File: config.mk
export PLATFORM = sky130hd
export DESIGN_NAME = block_map_indirect_walker
export DESIGN_NICKNAME = d
export VERILOG_FILES = /design/src/rtl/core/bmiw_pkg.sv /design/src/rtl/core/bmiw_table_ram.sv /design/src/rtl/core/bmiw_walk.sv /design/src/rtl/core/block_map_indirect_walker.sv
export SDC_FILE = /design/constraint.sdc
export NUM_CORES = 1
export LEC_CHECK = 0
export BUFFER_PORTS_ARGS = -buffer_cell sky130_fd_sc_hd__buf_2
export CORE_MARGIN = 5
export CORE_UTILIZATION = 35
export CTS_CLUSTER_SIZE = 30
export DETAILED_ROUTE_END_ITERATION = 10
export GPL_TIMING_DRIVEN = 0
export PLACE_DENSITY = 0.49
export SYNTH_ARGS = -nofsm -noshare
export SYNTH_HDL_FRONTEND = slang
export SYNTH_HIERARCHICAL = 1
export SYNTH_SLANG_ARGS = --single-unit
File: constraint.sdc
create_clock -name aclk -period 9.41 [get_ports aclk]
set_input_delay 0.941 -clock aclk [delete_from_list [all_inputs] [get_ports aclk]]
set_output_delay 0.941 -clock aclk [all_outputs]
set_load 0.005 [all_outputs]
File: src/rtl/core/bmiw_pkg.sv
// ----------------------------------------------------------------------------
// bmiw_pkg
// Shared types, constants and helpers of the block map indirect walker.
// ----------------------------------------------------------------------------
`default_nettype none

package bmiw_pkg;

    localparam int DIRECT_POINTERS = 12;
    localparam int TABLE_SLOTS     = DIRECT_POINTERS + 3;
    localparam int SLOT_W          = 4;
    localparam int LBN_W           = 48;
    localparam int WORD_W          = 32;
    localparam int WIDX_W          = 14;
    localparam int REM_W           = 43;
    localparam int LOG_W           = 3;
    localparam int SHIFT_W         = 4;
    localparam int SHIFT2_W        = SHIFT_W + 1;
    localparam int SHIFT3_W        = SHIFT_W + 2;
    localparam int MAX_LOG_BLOCK   = 6;
    localparam int BASE_SHIFT      = 8;

    localparam logic [SLOT_W-1:0] SLOT_SINGLE = SLOT_W'(DIRECT_POINTERS);
    localparam logic [SLOT_W-1:0] SLOT_DOUBLE = SLOT_W'(DIRECT_POINTERS + 1);
    localparam logic [SLOT_W-1:0] SLOT_TRIPLE = SLOT_W'(DIRECT_POINTERS + 2);

    localparam logic KIND_READ  = 1'b0;
    localparam logic KIND_FINAL = 1'b1;

    typedef enum logic [1:0] {
        FUNC_LOAD  = 2'd0,
        FUNC_XLATE = 2'd1,
        FUNC_RESP  = 2'd2,
        FUNC_NONE  = 2'd3
    } func_t;

    typedef enum logic [1:0] {
        ST_OK    = 2'd0,
        ST_RANGE = 2'd1,
        ST_RDERR = 2'd2,
        ST_BUSY  = 2'd3
    } status_t;

    typedef enum logic [2:0] {
        CLS_DIRECT,
        CLS_SINGLE,
        CLS_DOUBLE,
        CLS_TRIPLE,
        CLS_RANGE
    } cls_t;

    typedef struct packed {
        func_t              func;
        cls_t               cls;
        logic [LBN_W-1:0]   lbn;
        logic [WORD_W-1:0]  data_word;
        logic               read_failed;
    } item_t;

    typedef struct packed {
        logic               valid;
        logic               kind;
        logic [WORD_W-1:0]  read_block;
        logic [WIDX_W-1:0]  word_index;
        logic [WORD_W-1:0]  disk_block;
        status_t            status;
    } result_t;

    // Pointer-per-block shift: 8 plus the clamped log block size.
    function automatic logic [SHIFT_W-1:0] shift_of(input logic [LOG_W-1:0] lbs);
        logic [LOG_W-1:0] l;
        l = (lbs > LOG_W'(MAX_LOG_BLOCK)) ? LOG_W'(MAX_LOG_BLOCK) : lbs;
        return SHIFT_W'(BASE_SHIFT) + SHIFT_W'(l);
    endfunction

    // Upper bound of a level (0 direct .. 3 triple). The power-of-two terms
    // sit on distinct bits above the direct count, so OR equals the sum.
    function automatic logic [LBN_W-1:0] level_bound(input logic [SHIFT_W-1:0] s,
                                                     input logic [1:0] level);
        logic [LBN_W-1:0]    b;
        logic [SHIFT2_W-1:0] s2;
        logic [SHIFT3_W-1:0] s3;
        s2 = {s, 1'b0};
        s3 = SHIFT3_W'(s2) + SHIFT3_W'(s);
        b  = LBN_W'(DIRECT_POINTERS);
        if (level >= 2'd1) begin
            b = b | (LBN_W'(1) << s);
        end
        if (level >= 2'd2) begin
            b = b | (LBN_W'(1) << s2);
        end
        if (level == 2'd3) begin
            b = b | (LBN_W'(1) << s3);
        end
        return b;
    endfunction

endpackage

`default_nettype wire

File: src/rtl/core/bmiw_table_ram.sv
// ----------------------------------------------------------------------------
// bmiw_table_ram
// Pointer table: one write port, one read port, registered read data.
// ----------------------------------------------------------------------------
`default_nettype none

module bmiw_table_ram (
    input  wire logic                        aclk,
    input  wire logic                        wr_en,
    input  wire logic [bmiw_pkg::SLOT_W-1:0] wr_addr,
    input  wire logic [bmiw_pkg::WORD_W-1:0] wr_data,
    input  wire logic                        rd_en,
    input  wire logic [bmiw_pkg::SLOT_W-1:0] rd_addr,
    output logic      [bmiw_pkg::WORD_W-1:0] rd_data
);

    logic [bmiw_pkg::WORD_W-1:0] mem [bmiw_pkg::TABLE_SLOTS];

    always_ff @(posedge aclk) begin
        if (wr_en) begin
            mem[wr_addr] <= wr_data;
        end
    end

    always_ff @(posedge aclk) begin
        if (rd_en) begin
            rd_data <= mem[rd_addr];
        end
    end

endmodule

`default_nettype wire

File: src/rtl/core/bmiw_walk.sv
// ----------------------------------------------------------------------------
// bmiw_walk
// Walk state and result logic: answers translates, issues pointer reads and
// continues the walk on each read response.
// ----------------------------------------------------------------------------
`default_nettype none

module bmiw_walk (
    input  wire logic                         aclk,
    input  wire logic                         aresetn,
    input  wire logic                         item_valid,
    input  wire bmiw_pkg::item_t              item,
    input  wire logic [bmiw_pkg::WORD_W-1:0]  table_word,
    input  wire logic [bmiw_pkg::SHIFT_W-1:0] shift,
    input  wire logic                         commit,
    output bmiw_pkg::result_t                 res
);

    logic                       pending_reg, pending_next;
    logic [1:0]                 levels_reg, levels_next;
    logic [bmiw_pkg::REM_W-1:0] rem_reg, rem_next;

    always_comb begin
        logic [bmiw_pkg::SHIFT2_W-1:0] s2;
        logic [bmiw_pkg::LBN_W-1:0]    idx;
        logic [bmiw_pkg::WIDX_W-1:0]   ppb_mask;
        logic [1:0]                    nxt;
        logic [bmiw_pkg::SHIFT2_W-1:0] sh;

        s2       = {shift, 1'b0};
        ppb_mask = bmiw_pkg::WIDX_W'(((bmiw_pkg::WIDX_W + 1)'(1) << shift)
                                     - (bmiw_pkg::WIDX_W + 1)'(1));
        idx      = '0;
        nxt      = levels_reg - 2'd1;
        sh       = '0;

        res            = '0;
        res.status     = bmiw_pkg::ST_OK;
        pending_next   = pending_reg;
        levels_next    = levels_reg;
        rem_next       = rem_reg;

        if (item_valid && item.func == bmiw_pkg::FUNC_XLATE) begin
            res.valid = 1'b1;
            res.kind  = bmiw_pkg::KIND_FINAL;
            if (pending_reg) begin
                res.status = bmiw_pkg::ST_BUSY;
            end else begin
                case (item.cls)
                    bmiw_pkg::CLS_DIRECT: begin
                        res.disk_block = table_word;
                    end
                    bmiw_pkg::CLS_SINGLE: begin
                        idx            = item.lbn - bmiw_pkg::level_bound(shift, 2'd0);
                        res.kind       = bmiw_pkg::KIND_READ;
                        res.read_block = table_word;
                        res.word_index = bmiw_pkg::WIDX_W'(idx);
                        pending_next   = 1'b1;
                        levels_next    = 2'd0;
                        rem_next       = '0;
                    end
                    bmiw_pkg::CLS_DOUBLE: begin
                        idx            = item.lbn - bmiw_pkg::level_bound(shift, 2'd1);
                        res.kind       = bmiw_pkg::KIND_READ;
                        res.read_block = table_word;
                        res.word_index = bmiw_pkg::WIDX_W'(idx >> shift);
                        pending_next   = 1'b1;
                        levels_next    = 2'd1;
                        rem_next       = bmiw_pkg::REM_W'(idx)
                                       & ((bmiw_pkg::REM_W'(1) << shift)
                                          - bmiw_pkg::REM_W'(1));
                    end
                    bmiw_pkg::CLS_TRIPLE: begin
                        idx            = item.lbn - bmiw_pkg::level_bound(shift, 2'd2);
                        res.kind       = bmiw_pkg::KIND_READ;
                        res.read_block = table_word;
                        res.word_index = bmiw_pkg::WIDX_W'(idx >> s2);
                        pending_next   = 1'b1;
                        levels_next    = 2'd2;
                        rem_next       = bmiw_pkg::REM_W'(idx)
                                       & ((bmiw_pkg::REM_W'(1) << s2)
                                          - bmiw_pkg::REM_W'(1));
                    end
                    default: begin
                        res.status = bmiw_pkg::ST_RANGE;
                    end
                endcase
            end
        end else if (item_valid && item.func == bmiw_pkg::FUNC_RESP && pending_reg) begin
            res.valid = 1'b1;
            if (item.read_failed) begin
                res.kind     = bmiw_pkg::KIND_FINAL;
                res.status   = bmiw_pkg::ST_RDERR;
                pending_next = 1'b0;
                levels_next  = 2'd0;
                rem_next     = '0;
            end else if (levels_reg == 2'd0) begin
                res.kind       = bmiw_pkg::KIND_FINAL;
                res.disk_block = item.data_word;
                pending_next   = 1'b0;
                rem_next       = '0;
            end else begin
                case (nxt)
                    2'd0:    sh = '0;
                    2'd1:    sh = bmiw_pkg::SHIFT2_W'(shift);
                    default: sh = s2;
                endcase
                res.kind       = bmiw_pkg::KIND_READ;
                res.read_block = item.data_word;
                res.word_index = bmiw_pkg::WIDX_W'(rem_reg >> sh) & ppb_mask;
                levels_next    = nxt;
                rem_next       = rem_reg & ((bmiw_pkg::REM_W'(1) << sh)
                                            - bmiw_pkg::REM_W'(1));
            end
        end
    end

    always_ff @(posedge aclk) begin
        if (!aresetn) begin
            pending_reg <= 1'b0;
            levels_reg  <= 2'd0;
            rem_reg     <= '0;
        end else if (commit) begin
            pending_reg <= pending_next;
            levels_reg  <= levels_next;
            rem_reg     <= rem_next;
        end
    end

endmodule

`default_nettype wire

File: src/rtl/core/block_map_indirect_walker.sv
// ----------------------------------------------------------------------------
// block_map_indirect_walker
// Logical-to-disk block translation through direct and indirect pointers.
// ----------------------------------------------------------------------------
// The block takes one request per clock while the result channel does not
// stall, for any mix of loads, translates and read responses. A request is
// classified in stage 0 (direct, single, double, triple, out of range) as the
// pointer table memory is read or written; in stage 1 the registered memory
// data is used to form the answer, which lands in the output register. The
// registered read of the pointer table RAM sets this pipeline depth. A direct
// translate answers with the final disk block; an indirect one answers with a
// read request (kind 0) for one pointer word, and each read response given
// back on the input continues the walk until the final answer (kind 1).
// While a walk is outstanding, further translates answer busy. The pointer
// table has no reset contents: load every slot before translating through it.
// No clearing pass after reset. Write log_block_size only while idle.
// ----------------------------------------------------------------------------
`default_nettype none

module block_map_indirect_walker (
    input  wire logic         aclk,
    input  wire logic         aresetn,
    // configuration: log_block_size
    input  wire logic         cfg_we,
    input  wire logic [2:0]   cfg_wdata,
    // request channel
    input  wire logic         s_tvalid,
    output logic              s_tready,
    // [3:0] slot, [51:4] logical_block, [83:52] data_word, [84] read_failed,
    // [87:85] zero
    input  wire logic [87:0]  s_tdata,
    // [1:0] func
    input  wire logic [1:0]   s_tuser,
    // result channel
    output logic              m_tvalid,
    input  wire logic         m_tready,
    // [31:0] read_block, [45:32] word_index, [77:46] disk_block, [79:78] status
    output logic [79:0]       m_tdata,
    // [0] kind
    output logic [0:0]        m_tuser
);

    // Configuration register.
    logic [bmiw_pkg::LOG_W-1:0]   lbs_reg;
    logic [bmiw_pkg::SHIFT_W-1:0] shift;

    always_ff @(posedge aclk) begin
        if (!aresetn) begin
            lbs_reg <= '0;
        end else if (cfg_we) begin
            lbs_reg <= cfg_wdata;
        end
    end

    assign shift = bmiw_pkg::shift_of(lbs_reg);

    // Unpack the request.
    logic [bmiw_pkg::SLOT_W-1:0] in_slot;
    logic [bmiw_pkg::LBN_W-1:0]  in_lbn;
    logic [bmiw_pkg::WORD_W-1:0] in_word;
    logic                        in_failed;
    bmiw_pkg::func_t             in_func;

    assign in_slot   = s_tdata[3:0];
    assign in_lbn    = s_tdata[51:4];
    assign in_word   = s_tdata[83:52];
    assign in_failed = s_tdata[84];
    assign in_func   = bmiw_pkg::func_t'(s_tuser);

    // Pipeline control: stage 1 drains into the output register whenever
    // that register is empty or being taken this cycle.
    logic              st1_valid_reg;
    bmiw_pkg::item_t   st1_item_reg;
    logic              m_valid_reg;
    logic              out_free;
    logic              st1_adv;
    logic              s_accept;

    assign out_free = !m_valid_reg || m_tready;
    assign st1_adv  = st1_valid_reg && out_free;
    assign s_tready = !st1_valid_reg || out_free;
    assign s_accept = s_tvalid && s_tready;

    // Stage 0: classify the logical block against the level bounds.
    bmiw_pkg::cls_t              cls;
    logic [bmiw_pkg::SLOT_W-1:0] rd_addr;

    always_comb begin
        if (in_lbn < bmiw_pkg::level_bound(shift, 2'd0)) begin
            cls     = bmiw_pkg::CLS_DIRECT;
            rd_addr = in_lbn[bmiw_pkg::SLOT_W-1:0];
        end else if (in_lbn < bmiw_pkg::level_bound(shift, 2'd1)) begin
            cls     = bmiw_pkg::CLS_SINGLE;
            rd_addr = bmiw_pkg::SLOT_SINGLE;
        end else if (in_lbn < bmiw_pkg::level_bound(shift, 2'd2)) begin
            cls     = bmiw_pkg::CLS_DOUBLE;
            rd_addr = bmiw_pkg::SLOT_DOUBLE;
        end else if (in_lbn < bmiw_pkg::level_bound(shift, 2'd3)) begin
            cls     = bmiw_pkg::CLS_TRIPLE;
            rd_addr = bmiw_pkg::SLOT_TRIPLE;
        end else begin
            cls     = bmiw_pkg::CLS_RANGE;
            rd_addr = '0;
        end
    end

    // Loads write the table at once; a translate in the next cycle reads
    // the new value, so no forwarding is needed. Read data holds while
    // stage 1 is stalled, since the read only fires on accept.
    logic                        tbl_we;
    logic [bmiw_pkg::WORD_W-1:0] tbl_rdata;

    assign tbl_we = s_accept && in_func == bmiw_pkg::FUNC_LOAD
                 && in_slot < bmiw_pkg::SLOT_W'(bmiw_pkg::TABLE_SLOTS);

    bmiw_table_ram u_table (
        .aclk    (aclk),
        .wr_en   (tbl_we),
        .wr_addr (in_slot),
        .wr_data (in_word),
        .rd_en   (s_accept),
        .rd_addr (rd_addr),
        .rd_data (tbl_rdata)
    );

    // Stage 1 registers.
    always_ff @(posedge aclk) begin
        if (!aresetn) begin
            st1_valid_reg <= 1'b0;
        end else if (s_accept) begin
            st1_valid_reg <= 1'b1;
        end else if (st1_adv) begin
            st1_valid_reg <= 1'b0;
        end
    end

    always_ff @(posedge aclk) begin
        if (s_accept) begin
            st1_item_reg.func        <= in_func;
            st1_item_reg.cls         <= cls;
            st1_item_reg.lbn         <= in_lbn;
            st1_item_reg.data_word   <= in_word;
            st1_item_reg.read_failed <= in_failed;
        end
    end

    // Stage 1: walk state and answer; state commits as the item leaves.
    bmiw_pkg::result_t res;

    bmiw_walk u_walk (
        .aclk       (aclk),
        .aresetn    (aresetn),
        .item_valid (st1_valid_reg),
        .item       (st1_item_reg),
        .table_word (tbl_rdata),
        .shift      (shift),
        .commit     (st1_adv),
        .res        (res)
    );

    // Output register.
    logic [79:0] m_data_reg;
    logic        m_kind_reg;

    always_ff @(posedge aclk) begin
        if (!aresetn) begin
            m_valid_reg <= 1'b0;
        end else if (st1_adv) begin
            m_valid_reg <= res.valid;
        end else if (m_tready) begin
            m_valid_reg <= 1'b0;
        end
    end

    always_ff @(posedge aclk) begin
        if (st1_adv && res.valid) begin
            m_data_reg <= {res.status, res.disk_block, res.word_index, res.read_block};
            m_kind_reg <= res.kind;
        end
    end

    assign m_tvalid   = m_valid_reg;
    assign m_tdata    = m_data_reg;
    assign m_tuser[0] = m_kind_reg;

endmodule

`default_nettype wire

After elaboration in Yosys (flattened, before gate mapping). Memories as Yosys holds them, arrays and structs flattened. A register that Yosys moved wholly into a read port is not among the register bits. Cells that the tools add are included.

Mux-type cells: 73. Reduce and logical (&&, ||, !) cells: 27. $lt $le $gt $ge: 6. Add/sub/neg operators: 10. Shift operators: 10. Bitwise logic cells: 8. Equality and inequality tests: 9.

Operator list (count): 2-to-1 mux 48 bit (23); 2-to-1 mux 43 bit (5); bitwise OR 48 bit (4); 2-to-1 mux 82 bit (2); less-than comparator 48 bit (3); one-hot mux 47 bit (3 select lines) (1); bitwise AND 43 bit (3); one-hot mux 43 bit (3 select lines) (1); subtractor 43 x 1 -> 43 bit (second input constant) (3); subtractor 48 bit (2); << shifter 1 x 5 -> 43 bit (first input constant) (2); 2-to-1 mux 79 bit (1); 2-to-1 mux 78 bit (1); 2-to-1 mux 32 bit (2); less-than comparator 48 x 4 -> 1 bit (second input constant) (1); << shifter 1 x 4 -> 48 bit (first input constant) (1); << shifter 1 x 5 -> 48 bit (first input constant) (1); << shifter 1 x 6 -> 48 bit (first input constant) (1); right shift 48 x 4 -> 14 bit (1); right shift 48 x 5 -> 14 bit (1); 2-to-1 mux 46 bit (1); << shifter 1 x 4 -> 43 bit (first input constant) (1); right shift 43 x 5 -> 14 bit (1); 2-to-1 mux 5 bit (4); 35 further kinds (77).

RAM bits: 480. Bits in registers: 218. Memories kept: 1. Word-level logic and storage cells: 159. Output and inout bits: 83. Input port bits: 98.

Memories: u_table.mem (depth 15, bits a word 32, read ports 1, clocked after memory_dff 1, wr ports 1, line bmiw_table_ram.sv:17) `logic [bmiw_pkg::WORD_W-1:0] mem [bmiw_pkg::TABLE_SLOTS];`.

Longest topological paths before layout.
Word-level depth: 28. Depth in mapped cells: 27. Mapped depth without buffers: 22.

By module. The synthesis kept the hierarchy.

Modules (own cells, without submodules): bmiw_table_ram (instances 1, area an instance 19205.9 µm², cells each 886); bmiw_walk (instances 1, area an instance 12582.1 µm², cells each 1868); block_map_indirect_walker (instances 1, area an instance 7079.3 µm², cells each 448).

Worst setup path before layout. Ideal clock, no wire load.

Path type: input-to-reg. Start point: in m_tready. End point: mem u_table/mem[0][0] in the netlist's numbering, enable pin. Slack: 1.867 ns. Library setup time: 0.461 ns. Cell stages on the path: 6. Data required time: 8.949 ns. Arrival: 7.082 ns. Cells stage by stage: nor2b_1 nand2_1 and2_1 and3_1 or3b_2 nor3_1.

Cells in the longest elaborated chain, start to end: 7.

Ends and longest elaborated chain: start, declared (line block_map_indirect_walker.sv:36) `input wire logic m_tready,`; logical OR 1 bit (line block_map_indirect_walker.sv:79) `assign out_free = !m_valid_reg || m_tready;`; logical OR 1 bit (line block_map_indirect_walker.sv:81) `assign s_tready = !st1_valid_reg || out_free;`; net s_tready (line block_map_indirect_walker.sv:28) `output logic s_tready,`; logical AND 1 bit (line block_map_indirect_walker.sv:82) `assign s_accept = s_tvalid && s_tready;`; net s_accept (line block_map_indirect_walker.sv:77) `logic s_accept;`; logical AND 1 bit (line block_map_indirect_walker.sv:113) `assign tbl_we = s_accept && in_func == bmiw_pkg::FUNC_LOAD`; logical AND 1 bit (line block_map_indirect_walker.sv:114) `&& in_slot < bmiw_pkg::SLOT_W'(bmiw_pkg::TABLE_SLOTS);`; net tbl_we (line block_map_indirect_walker.sv:110) `logic tbl_we;`; 2-to-1 mux 1 bit (line bmiw_table_ram.sv:20) `if (wr_en) begin`; 2-to-1 mux 1 bit (implied by the code) (line bmiw_table_ram.sv:21) `mem[wr_addr] <= wr_data;`; end, declared (line bmiw_table_ram.sv:17).

The timed path passes the listed nets, and every way through them passes these cells.

==> results_dict.tcl <==
set metrics [dict create \
    status "finished clean" \
    drv_cap 0 \
    grt_pass1_wl_um 230000 \
    postSynthCellCount 3198 \
    design.portCount 181 \
    finalCritPeriodShare_pct 99.6 \
    area_delta_synth_final_pct 15.8 \
    clockPowerShare_pct 39.6 \
    fin_worst_hold_slack_ps 487 \
    placement.io_buffers 177 \
    seq_power_share_pct 46.4 \
    timing.slew.headroom_pct 4.94 \
    power.total_w 0.00779 \
    wl_met2_um 75500 \
    floorplan.initialDensity_pct 35.1 \
    netSwitchingPower_w 0.00218 \
    grt.overflow.total 0 \
    layout.core_utilization_pct 40.7 \
    setup.worst_path.end_class "register" \
    maximum_clock_insertion_buffer_count 3 \
    top_layer "met5" \
    ys.warnings.count 6 \
    floorplan.die.height_um 343 \
    wl_met1_um 67700 \
    final.min_clock_period_ps 9380 \
    timing.fmax_mhz 107 \
    clk_transition_reported_paths_ps 60 \
    cts_root_buffer "sky130_fd_sc_hd__clkbuf_16" \
    largest_register_ffs 480 \
    post_cts_hold_buffer_count 0 \
    final_area_um2 44900 \
    drc 0 \
    clock_tree.htree_level_count 3 \
    die_boundary_width_um 343 \
    grt_setup_unrepaired "no" \
    post_route_cells_drive_above_1_share_pct 15.9 \
    place.gp.congestion 0.998 \
    first_global_vias 29900 \
    p_per_area_nw_per_um2 174 \
    std_cell_rows 122 \
    clock_insertion_delay_worst_skew_ps 690 \
    hold_crit_class "reg -> reg" \
    synth_area_per_cell_um2 12.1 \
    core_area_um2 110000 \
    count_of_filler_cells_inserted_in_the_layout 10600 \
    slew_viol_final 0 \
    internal_power_w 0.00561 \
    fin_ws_ps 33.0 \
    cp_max_fo 10 \
    post-place-ws_ps -143 \
    netlist_area_um2 38700 \
    cts.sink_count 726 \
    power.combinational.fraction_pct 14.0 \
    cts_tree "built" \
    critPathRequiredTime_ps 9890 \
    setup-violations-final 0 \
    postRouteWirelength_um 164000 \
    met3_wirelength_um 11400 \
    worst-slew-pin-transition_ps 1420 \
    average_wire_per_standard_cell_um 32.5 \
    timing.critical_path.from_type "register" \
    number_of_cts_inserted_buffers 81 \
    routed_via_density 6.03 \
    vias 30400 \
    antenna_violating_nets_post_route 0 \
    drt-pass1-iter-count 6 \
    timing.final.hold_violations 0 \
    worst-endpoint-arrival_ps 9860 \
    skew_ps 63.1 \
    grt_antenna_before_repair 9 \
    placement.cell_area_um2 42300 \
    hpwl_um 123000 \
    power.leakage_nw 14.7 \
    dieArea_um2 117000 \
    power.switching_fraction_pct 28.0 \
    worst-setup-path-type "reg -> reg" \
    number_of_nets_in_the_final_layout 3686 \
    grt_start_max_net_pins 53 \
    grtUsageTotal_pct 27.3 \
    drt_first_iter_violations 3136 \
    peakVddDrop_mv 0.145 \
]
cell type report:
| class | instances | area (µm²) | share of cell area [%] |
|---|---|---|---|
| Buffer | 205 | 936 | 2.09 |
| Sequential cell | 726 | 21300 | 47.5 |
| Multi-Input combinational cell | 2227 | 16500 | 36.8 |
| Antenna cell | 1 | 2.50 | 0.00558 |
| Clock inverter | 35 | 414 | 0.923 |
| Tap cell | 1488 | 1860 | 4.15 |
| Timing Repair Buffer | 212 | 1510 | 3.36 |
| Inverter | 45 | 169 | 0.376 |
| Clock buffer | 108 | 2160 | 4.81 |
path summary, 6_finish.rpt:
path	startpoint	endpoint	slack [ps]	cells past startpoint
worst min register to register	u_walk/rem_reg[39]	u_walk/rem_reg[39]	490	2
worst max register to register	lbs_reg[1]	m_tdata[37]	30	22
worst min-delay path	u_walk/rem_reg[39]	u_walk/rem_reg[39]	490	2
worst max-delay path	lbs_reg[1]	m_tdata[37]	30	22
worst max-delay path, cell delays in order (launching register included):
cell,delay (ps)
sky130_fd_sc_hd__dfxtp_1,420
sky130_fd_sc_hd__ha_1,170
sky130_fd_sc_hd__clkbuf_1,300
sky130_fd_sc_hd__nor2_1,250
sky130_fd_sc_hd__inv_1,290
sky130_fd_sc_hd__clkbuf_1,560
sky130_fd_sc_hd__clkbuf_1,690
sky130_fd_sc_hd__clkbuf_1,780
sky130_fd_sc_hd__nand2_1,460
sky130_fd_sc_hd__nor2_1,420
sky130_fd_sc_hd__inv_1,190
sky130_fd_sc_hd__ha_1,460
sky130_fd_sc_hd__buf_2,310
sky130_fd_sc_hd__nand2_1,100
sky130_fd_sc_hd__nor2_1,200
sky130_fd_sc_hd__nand3_1,110
sky130_fd_sc_hd__o211ai_1,770
sky130_fd_sc_hd__a21oi_1,270
sky130_fd_sc_hd__xor2_1,660
sky130_fd_sc_hd__o21ai_0,540
sky130_fd_sc_hd__o211ai_1,490
sky130_fd_sc_hd__a41oi_1,300
sky130_fd_sc_hd__a32oi_1,430
per-layer routing:
layer / GRT usage, % / vias to the layer above
met1: 35.9 / 15500
met3: 4.89 / 352
met2: 43.9 / 1348
li1: - / 13200
met5: 0 / -
met4: 13.0 / 8
what timing repair did:
item	in CTS	in global routing
setup buffers	0	0
gates resized for setup	2	7
endpoints found under the hold margin	0	0
setup endpoints to repair	4	11
placed cells by master (no fill, tap or decap), types with 48 or more instances in the layout:
master and count:
sky130_fd_sc_hd__a21oi_1 166, sky130_fd_sc_hd__a32o_1 66, sky130_fd_sc_hd__buf_2 209, sky130_fd_sc_hd__clkbuf_1 152, sky130_fd_sc_hd__clkbuf_16 81, sky130_fd_sc_hd__dfxtp_1 51, sky130_fd_sc_hd__edfxtp_1 675, sky130_fd_sc_hd__ha_1 88
sky130_fd_sc_hd__mux2i_1 154, sky130_fd_sc_hd__mux4_2 109, sky130_fd_sc_hd__nand2_1 314, sky130_fd_sc_hd__nand3_1 69, sky130_fd_sc_hd__nor2_1 206, sky130_fd_sc_hd__nor3_1 79, sky130_fd_sc_hd__o211ai_1 55, sky130_fd_sc_hd__o21ai_0 150
sky130_fd_sc_hd__xnor2_1 48
power by group through the flow:
| stage | registers (W) | clock network (W) | logic, W |
|---|---|---|---|
| floorplan | 0.00367 | 0 | 0.000576 |
| global placement | 0.00369 | 0 | 0.00103 |
| detailed placement | 0.00368 | 0 | 0.00102 |
| CTS | 0.00361 | 0.00316 | 0.00103 |
| global route | 0.00362 | 0.00329 | 0.00113 |
| finish | 0.00362 | 0.00309 | 0.00109 |
metrics by stage:
step / std cells / setup TNS, ps
2_1_floorplan: 3204 / 0
3_3_place_gp: 4869 / -770670
3_5_place_dp: 4904 / -284
4_1_cts: 5047 / 0
5_1_grt: 5046 / 0
6_report: 5047 / 0
No activity file was read; power rests on OpenSTA's default activity.
